### src/design/tbpc_pkg.sv
// Shared types and constants for the two-button panel controller.
`timescale 1ns / 1ps
package tbpc_pkg;

	localparam logic [9:0] HOLD_TICKS  = 10'd300;
	localparam logic [9:0] LEVEL_TICKS = 10'd200;

	localparam logic [1:0] OP_TICK  = 2'd0;
	localparam logic [1:0] OP_START = 2'd1;
	localparam logic [1:0] OP_SETUP = 2'd2;

	localparam logic [1:0] LAMP_OFF    = 2'd0;
	localparam logic [1:0] LAMP_BLINK  = 2'd1;
	localparam logic [1:0] LAMP_STEADY = 2'd2;

	localparam logic [1:0] VIEW_AUTO  = 2'd0;
	localparam logic [1:0] VIEW_LEVEL = 2'd1;
	localparam logic [1:0] VIEW_ERROR = 2'd2;

	localparam logic [6:0] LEVEL_FULL = 7'd100;
	localparam logic [3:0] AUTO_MAX   = 4'd9;

	typedef struct packed {
		logic [1:0] lock;
		logic [1:0] err;
		logic [1:0] cart;
		logic [1:0] cat;
		logic [3:0] slot;
	} lamps_t;

	typedef struct packed {
		logic [1:0] view;
		logic       start_program;
		logic       beep;
		lamps_t     lamps;
	} result_t;

endpackage

### src/design/two_button_panel_controller.sv
// Top level of the two-button panel controller.
//
// Channel   | Direction | Payload
// s_axis    | in        | tdata: released, program_running; tuser: operation
// m_axis    | out       | tdata: slot_lamps .. view (16 bits)
// cfg       | in        | error_code write, no read-back
//
// Input register, then output register; one transaction per cycle unless the output stalls.
// The input register holds the item; state and result update as it moves to the output register.
// A stalled output register stalls the input register; each stage holds while blocked.
// Reset clears panel state, lamps and both stage valids.
`timescale 1ns / 1ps
module two_button_panel_controller
	import tbpc_pkg::*;
(
	input  logic        clk,
	input  logic        arst_n,
	input  logic        s_axis_tvalid,
	output logic        s_axis_tready,
	input  logic [7:0]  s_axis_tdata,  // released, program_running, zero fill
	input  logic [1:0]  s_axis_tuser,  // operation
	output logic        m_axis_tvalid,
	input  logic        m_axis_tready,
	output logic [15:0] m_axis_tdata,  // slot_lamps, cat_lamp, cartridge_lamp,
	                                   // error_lamp, lock_lamp, beep, start_program, view
	input  logic        cfg_we,
	input  logic [2:0]  cfg_wdata
);

	function automatic lamps_t refresh(input logic [1:0] view, input logic [6:0] level,
		input logic [3:0] auto_set, input logic [2:0] err_code, input lamps_t cur);
		lamps_t l;
		l = cur;
		if (view == VIEW_LEVEL) begin
			l.err  = LAMP_OFF;
			l.cart = LAMP_STEADY;
			l.slot = {level >= 7'd75, level >= 7'd50, level >= 7'd25, level >= 7'd10};
			l.cat  = (level >= LEVEL_FULL) ? LAMP_STEADY : LAMP_OFF;
		end else if (view == VIEW_ERROR) begin
			l.err  = LAMP_BLINK;
			l.cart = LAMP_OFF;
			case (err_code)
				3'd1:    l.slot = 4'b0001;
				3'd2:    l.slot = 4'b0010;
				3'd3:    l.slot = 4'b0100;
				3'd4:    l.slot = 4'b1000;
				default: l.slot = 4'b0000;
			endcase
		end else begin
			l.err  = LAMP_OFF;
			l.cart = (level >= 7'd10) ? LAMP_OFF : LAMP_BLINK;
			l.cat  = LAMP_STEADY;
			case (auto_set)
				4'd1:    begin l.slot = 4'b0001; l.cat = LAMP_OFF; end
				4'd2:    begin l.slot = 4'b0010; l.cat = LAMP_OFF; end
				4'd3:    begin l.slot = 4'b0100; l.cat = LAMP_OFF; end
				4'd4:    begin l.slot = 4'b1000; l.cat = LAMP_OFF; end
				4'd5:    l.slot = 4'b0001;
				4'd6:    l.slot = 4'b0011;
				4'd7:    l.slot = 4'b0101;
				4'd8:    l.slot = 4'b1001;
				4'd9:    l.slot = 4'b0000;
				default: begin l.slot = 4'b0000; l.cat = LAMP_OFF; end
			endcase
		end
		return l;
	endfunction

	function automatic logic [6:0] next_level(input logic [6:0] level);
		logic [6:0] n;
		if (level < 7'd10)            n = 7'd10;
		else if (level < 7'd25)       n = 7'd25;
		else if (level < 7'd50)       n = 7'd50;
		else if (level < 7'd75)       n = 7'd75;
		else if (level < LEVEL_FULL)  n = LEVEL_FULL;
		else                          n = 7'd0;
		return n;
	endfunction

	logic       valid_s1;
	logic [1:0] op_s1;
	logic       released_s1;
	logic       running_s1;
	logic       advance;

	logic [2:0] error_code_q;
	logic       start_down_q, setup_down_q, chord_seen_q, lock_flag_q, hold_armed_q;
	logic [1:0] view_q;
	logic [3:0] auto_q;
	logic [6:0] level_q;
	logic [9:0] hold_count_q, level_count_q;
	lamps_t     lamps_q;

	logic       start_down_d, setup_down_d, chord_seen_d, lock_flag_d, hold_armed_d;
	logic [1:0] view_d;
	logic [3:0] auto_d;
	logic [6:0] level_d;
	logic [9:0] hold_count_d, level_count_d;
	lamps_t     lamps_d;
	logic       beep_d, req_d;

	logic       out_valid_q;
	result_t    out_q;

	assign advance       = valid_s1 && (!out_valid_q || m_axis_tready);
	assign s_axis_tready = !valid_s1 || advance;
	assign m_axis_tvalid = out_valid_q;
	assign m_axis_tdata  = out_q;

	always_ff @(posedge clk or negedge arst_n) begin
		if (!arst_n) begin
			valid_s1 <= 1'b0;
		end else if (s_axis_tready) begin
			valid_s1 <= s_axis_tvalid;
		end
	end

	always_ff @(posedge clk) begin
		if (s_axis_tready && s_axis_tvalid) begin
			op_s1       <= s_axis_tuser;
			released_s1 <= s_axis_tdata[0];
			running_s1  <= s_axis_tdata[1];
		end
	end

	always_comb begin
		logic mine_start;
		logic other;
		logic do_refresh;
		mine_start    = (op_s1 == OP_START);
		other         = mine_start ? setup_down_q : start_down_q;
		do_refresh    = 1'b0;
		start_down_d  = start_down_q;
		setup_down_d  = setup_down_q;
		chord_seen_d  = chord_seen_q;
		lock_flag_d   = lock_flag_q;
		hold_armed_d  = hold_armed_q;
		view_d        = view_q;
		auto_d        = auto_q;
		level_d       = level_q;
		hold_count_d  = hold_count_q;
		level_count_d = level_count_q;
		lamps_d       = lamps_q;
		beep_d        = 1'b0;
		req_d         = 1'b0;
		case (op_s1)
			OP_TICK: begin
				if (hold_count_q != 10'd0) hold_count_d = hold_count_q - 10'd1;
				if (level_count_q != 10'd0) level_count_d = level_count_q - 10'd1;
				if (view_q == VIEW_LEVEL && level_count_d == 10'd0) begin
					view_d     = (error_code_q != 3'd0) ? VIEW_ERROR : VIEW_AUTO;
					do_refresh = 1'b1;
				end
			end
			OP_START, OP_SETUP: begin
				if (!released_s1) begin
					if (mine_start) start_down_d = 1'b1;
					else            setup_down_d = 1'b1;
					hold_count_d = HOLD_TICKS;
					hold_armed_d = 1'b1;
					if (other) chord_seen_d = 1'b1;
					if (!lock_flag_q) beep_d = 1'b1;
					else              lamps_d.lock = LAMP_BLINK;
				end else begin
					if (mine_start) start_down_d = 1'b0;
					else            setup_down_d = 1'b0;
					if (!chord_seen_q) begin
						if (lock_flag_q) begin
							lamps_d.lock = LAMP_STEADY;
						end else if (mine_start) begin
							req_d = !running_s1;
						end else if (view_q == VIEW_LEVEL) begin
							level_d       = next_level(level_q);
							level_count_d = LEVEL_TICKS;
							do_refresh    = 1'b1;
						end else if (view_q != VIEW_ERROR) begin
							view_d     = VIEW_AUTO;
							auto_d     = (auto_q >= AUTO_MAX) ? 4'd0 : auto_q + 4'd1;
							do_refresh = 1'b1;
						end
					end else if (!other) begin
						if (hold_armed_q && hold_count_q == 10'd0) begin
							lock_flag_d  = !lock_flag_q;
							lamps_d.lock = lock_flag_q ? LAMP_OFF : LAMP_STEADY;
						end else if (lock_flag_q) begin
							lamps_d.lock = LAMP_STEADY;
						end else begin
							view_d        = VIEW_LEVEL;
							level_count_d = LEVEL_TICKS;
							do_refresh    = 1'b1;
						end
						chord_seen_d = 1'b0;
					end
				end
			end
			default: begin
			end
		endcase
		if (do_refresh) begin
			lamps_d = refresh(view_d, level_d, auto_d, error_code_q, lamps_q);
		end
	end

	always_ff @(posedge clk or negedge arst_n) begin
		if (!arst_n) begin
			error_code_q <= 3'd0;
		end else if (cfg_we) begin
			error_code_q <= cfg_wdata;
		end
	end

	always_ff @(posedge clk or negedge arst_n) begin
		if (!arst_n) begin
			start_down_q  <= 1'b0;
			setup_down_q  <= 1'b0;
			chord_seen_q  <= 1'b0;
			lock_flag_q   <= 1'b0;
			hold_armed_q  <= 1'b0;
			view_q        <= VIEW_AUTO;
			auto_q        <= 4'd0;
			level_q       <= LEVEL_FULL;
			hold_count_q  <= 10'd0;
			level_count_q <= 10'd0;
			lamps_q       <= '0;
		end else if (advance) begin
			start_down_q  <= start_down_d;
			setup_down_q  <= setup_down_d;
			chord_seen_q  <= chord_seen_d;
			lock_flag_q   <= lock_flag_d;
			hold_armed_q  <= hold_armed_d;
			view_q        <= view_d;
			auto_q        <= auto_d;
			level_q       <= level_d;
			hold_count_q  <= hold_count_d;
			level_count_q <= level_count_d;
			lamps_q       <= lamps_d;
		end
	end

	always_ff @(posedge clk or negedge arst_n) begin
		if (!arst_n) begin
			out_valid_q <= 1'b0;
		end else if (!out_valid_q || m_axis_tready) begin
			out_valid_q <= valid_s1;
		end
	end

	always_ff @(posedge clk) begin
		if (advance) begin
			out_q.view          <= view_d;
			out_q.start_program <= req_d;
			out_q.beep          <= beep_d;
			out_q.lamps         <= lamps_d;
		end
	end

endmodule

### config.mk
export PLATFORM = sky130hd
export DESIGN_NAME = two_button_panel_controller
export DESIGN_NICKNAME = d
export VERILOG_FILES = /design/src/design/tbpc_pkg.sv /design/src/design/two_button_panel_controller.sv
export SDC_FILE = /design/constraint.sdc
export NUM_CORES = 1
export LEC_CHECK = 0
export ABC_CLOCK_PERIOD_IN_PS = 7900
export BUFFER_PORTS_ARGS = -buffer_cell sky130_fd_sc_hd__buf_2
export CAP_MARGIN = 25
export CELL_PAD_IN_SITES_DETAIL_PLACEMENT = 0
export CELL_PAD_IN_SITES_GLOBAL_PLACEMENT = 1
export CORE_ASPECT_RATIO = 0.5
export CORE_UTILIZATION = 30
export CTS_CLUSTER_DIAMETER = 80
export DETAILED_ROUTE_END_ITERATION = 8
export PLACE_DENSITY_LB_ADDON = 0.1
export SETUP_SLACK_MARGIN = 0.1
export SYNTH_ARGS = -nofsm -noshare
export SYNTH_HDL_FRONTEND = slang
export SYNTH_SLANG_ARGS = --single-unit
### constraint.sdc
create_clock -name clk -period 7.9 [get_ports clk]
set_input_delay 1.185 -clock clk [delete_from_list [all_inputs] [get_ports clk]]
set_output_delay 1.185 -clock clk [all_outputs]
set_load 0.01 [all_outputs]
Word-level counts from Yosys, hierarchy flattened
Cells that the tools add are included.

Bits in registers: 75. Bits of input ports: 18. Word-level logic and storage cells: 190.

Multiplexer cells: 85. Add/sub/neg operators: 3. Equality and inequality tests: 28. Bitwise operators: 4. Reductions and logical operators: 30. $lt $le $gt $ge: 11.

Operators with widths (count): 10-bit 2-to-1 mux (12); 7-bit 2-to-1 mux (11); 2-bit 2-to-1 mux (22); 10-bit one-hot mux with 2 select lines (2); 4-bit 2-to-1 mux (9); 4-bit one-hot mux with 7 select lines (1); 1-bit 2-to-1 mux (22); 10-bit zero test (2); 10-bit nonzero test (2); 10-bit by 1-bit subtractor with 10-bit output (second input constant) (2); 4-bit by 3-bit equality test with 1-bit output (second input constant) (4); 4-bit one-hot mux with 4 select lines (1); 3-bit != test (second input constant) (5); 7-bit greater-or-equal comparator (second input constant) (2); 7-bit less-than comparator (second input constant) (2); 12-bit 2-to-1 mux (1); 3-bit AND reduction (4); 5-bit OR reduction (2); 9-bit 2-to-1 mux (1); 9-bit AND reduction (1); 4-bit by 2-bit equality test with 1-bit output (second input constant) (2); 4-bit equality test (second input constant) (2); 2-bit != test (second input constant) (4); 7-bit by 4-bit greater-or-equal comparator with 1-bit output (second input constant) (1); other kinds (27) (44).

Depth between registers and ports, before layout
Depth in word-level cells: 17. Depth in mapped cells: 14. Mapped depth without buffers: 11.

Least setup slack after synthesis
Ideal clock, no wire load.

Path type: reg2reg. Start: reg level_count_q[0]. End: reg out_q (netlist bit m_axis_tdata[2]), data pin. Setup slack: 4888 ps. Path buffers: 3. Data arrival time: 2745 ps. Required time: 7633 ps. Period minus slack after synthesis: 3012 ps. Stages on the path, launching flop included: 15. Path through: dfrtp_1 clkbuf_1 inv_1 ha_1 or4b_4 buf_6 and3_1 a22oi_2 nor3b_2 and3_1 buf_4 nor2_8 inv_2 a311oi_2 o31ai_1.

RTL lines: from (decl) (line two_button_panel_controller.sv:91) `logic [9:0] hold_count_q, level_count_q;`; from (signal assigned) (line two_button_panel_controller.sv:235) `level_count_q <= level_count_d;`; to (decl) (line two_button_panel_controller.sv:103) `result_t out_q;`.

==> impl_metrics.yaml <==
cts:
  cts_setup_buffers: 0
  ctsResizeCount: 0
  cts_buffer_depth: 2
  clk_pin_slew_worst_paths_ps: 60
  cts_tree: "yes"
  htreeDepth: 3
  root_buffer: "clkbuf_16"
  clk_latency_ps: 340
  cts.sinks: 75
  postCtsHoldBufs: 0
  cts_made_buffers: 9
critical_path:
  worstSetupPathType: "register to register"
  cp_max_fo: 26
  reg2reg_from: "op_s1[0]"
  worstSetupEndpoint: "m_axis_tdata[0]"
  critPathLaunchType: "register"
  critPathLaunch: "op_s1[0]"
  rr_worst_depth: 11
  timing.rr.end: "m_axis_tdata[0]"
  arrival_ps: 3630
  endpoint_kind: "register"
  regToRegSetupSlack_ps: 4340
  crit_required_ps: 7980
detailed_routing:
  vias: 3831
  antenna_left: 0
  totalWireLength_mm: 12.3
  viasPerCell: 5.33
  drcViolationCount: 2
  first_pass_iters: 6
  wl_per_cell_um: 17.1
  drt_iter0_drc: 256
yosys:
  synth_top_cell_area_share_pct: 27.7
  syn-cell-area_um2: 4710
  ys_seq_area_share_pct: 42.1
  syn_nets: 528
  yosysUniqueCellTypes: 88
  synth_enable_flop_cells: 20
  async_flop_share_pct: 73.3
  postSynthAreaPerCell_um2: 9.37
  synthFlopType: "dfrtp_1"
  yosys.area.top_type: "dfrtp_1"
  synth-seq-cells: 75
  synth_area_leaders: "dfrtp_1, edfxtp_1, nand2_1"
  yosysWarnings: 0
  synthCells: 502
timing:
  report.final.slew_viol_count: 0
  rsz0062_at_grt: "no"
  finalSetupViolations: 0
  setup_ws_ps: 4340
  skew_ps: 10.7
  finalCriticalPeriod_ps: 3560
  fin_setup_tns_ps: 0
  worst_pin_slew_ps: 908
  slew_headroom_pct: 38.6
  hold_violations: 0
  timing.final.crit_share_pct: 45.0
  clock.fmax_ghz: 0.281
power_and_ir_drop:
  power_density_nw_per_um2: 250
  p_total_mw: 1.33
  leakage_nw: 2.07
  peakVddDrop_mv: 0.0966
global_routing:
  grt_max_degree: 56
  grt_pass1_wl_mm: 20.3
  antenna_found_initial: 0
  grt_remaining_overflow: 0
  grt_pass1_vias: 3683
  grtUsageTotal_pct: 16.2
outcome:
  status: "complete, but fails checks"
  violations: "design-rule violations"
layout:
  final_cell_mix: "nand2_1, dfrtp_1, o21ai_0"
  drive_above_1_share_pct: 16.7
  final_common_cell: "nand2_1"
  nets: 542
  layout.cells.non_filler: 719
  syn_to_final_growth_pct: 13.1
  antenna_cells: 0
placement:
  dp_hpwl_mm: 8.68
  place_inst: 703
  finalWeightedCongestion: 0.816
  io_buffers: 29
  place_ws_ps: 4320
floorplanning:
  fp.coreArea_um2: 14900
  die_area_um2: 16200
  die_w_um: 179
  std_cell_rows: 31
  ios: 36
  fp.dieH_um: 90.6
  initial_utilization_pct: 31.6
job:
  maxCapViolCount: 0
worst_hold_path:
  hold_class: "register to register"
critical path, stage by stage, from the launching register on:
cell,delay [ps]
edfxtp_1,380
inv_1,50
ha_1,270
buf_4,290
nand3b_1,340
nor3_4,430
mux2_2,380
o311a_1,210
a2111oi_2,530
nand3_1,160
nand4_1,130
o211ai_1,110
report_power, final:
| part | switching [mW] | internal, mW |
|---|---|---|
| clock | 0.175 | 0.298 |
| combinational | 0.179 | 0.123 |
| sequential | 0.0866 | 0.467 |
| total | 0.441 | 0.888 |
state kept, by name (all words and copies together), names as in the netlist:
name / cells
error_code_q: 3
hold_armed_q: 1
view_q: 2
running_s1: 1
m_axis_tvalid: 1
setup_down_q: 1
hold_count_q: 10
released_s1: 1
lamps_q: 12
lock_flag_q: 1
level_count_q: 10
valid_s1: 1
m_axis_tdata: 16
auto_q: 4
chord_seen_q: 1
op_s1: 2
level_q: 7
start_down_q: 1
cells by family after synthesis:
family / Yosys count / share of synthesized area, %
flip-flops: 75 / 42.1
multiplexers: 11 / 2.50
adder cells (fa/ha/maj): 8 / 2.13
XOR/XNOR: 10 / 1.86
AO/OA/AOI/OAI: 154 / 23.7
AND/OR/NAND/NOR: 191 / 22.7
buffers and inverters: 53 / 4.97
how the worst min path moves through the flow:
stage | start | endpoint | slack, ps | cells after the start
global placement | lamps_q[9] | lamps_q[9] | 460 | 1
CTS | valid_s1 | m_axis_tvalid | 490 | 1
finish | lamps_q[9] | lamps_q[9] | 480 | 1
detailed placement | lamps_q[9] | lamps_q[9] | 470 | 1
floorplan | lamps_q[9] | lamps_q[9] | 440 | 1
global route | lamps_q[7] | lamps_q[7] | 500 | 2
metal layers:
metal,part of all wire [%],GRT usage [%],vias up
li1,-,-,1914
met1,54,24.3,1853
met2,41,23.1,50
met3,3.6,3.54,14
met4,1.4,4.48,0
met5,0,0,-
synth_stat cells, types with 5 or more instances:
| cell type | number |
|---|---|
| nor2_1 | 22 |
| o21ai_1 | 5 |
| o211ai_1 | 7 |
| a211oi_1 | 7 |
| xnor2_1 | 5 |
| dfrtp_1 | 52 |
| o31ai_1 | 12 |
| nand2_1 | 66 |
| clkbuf_1 | 20 |
| or3_1 | 5 |
| inv_1 | 19 |
| nand2b_1 | 9 |
| ha_1 | 8 |
| nand4_1 | 5 |
| nand3_1 | 12 |
| o21ai_0 | 31 |
| nor3_1 | 20 |
| a31oi_1 | 9 |
| edfxtp_1 | 20 |
| and2_1 | 6 |
| mux2i_1 | 5 |
| mux2_2 | 6 |
| a21oi_1 | 21 |
| xor2_1 | 5 |
metrics by stage:
stage / util, % / hold slack, ps / cell area (um2)
finish: 35.7 / 485 / 5320
global route: 35.7 / 505 / 5320
CTS: 35.7 / 488 / 5320
detailed placement: 33.5 / 467 / 4980
global placement: 33.5 / 465 / 4980
floorplan: - / 444 / 4710
layout make-up:
cell class / count / area, um2
clock buffer: 11 / 254
clock inverter: 5 / 82.6
fill: 1584 / 9570
inverter: 22 / 82.6
multi-input combinational: 374 / 2490
sequential: 75 / 1980
tap: 198 / 248
timing repair buffer: 34 / 183
Power figures use the tool's default switching activity.
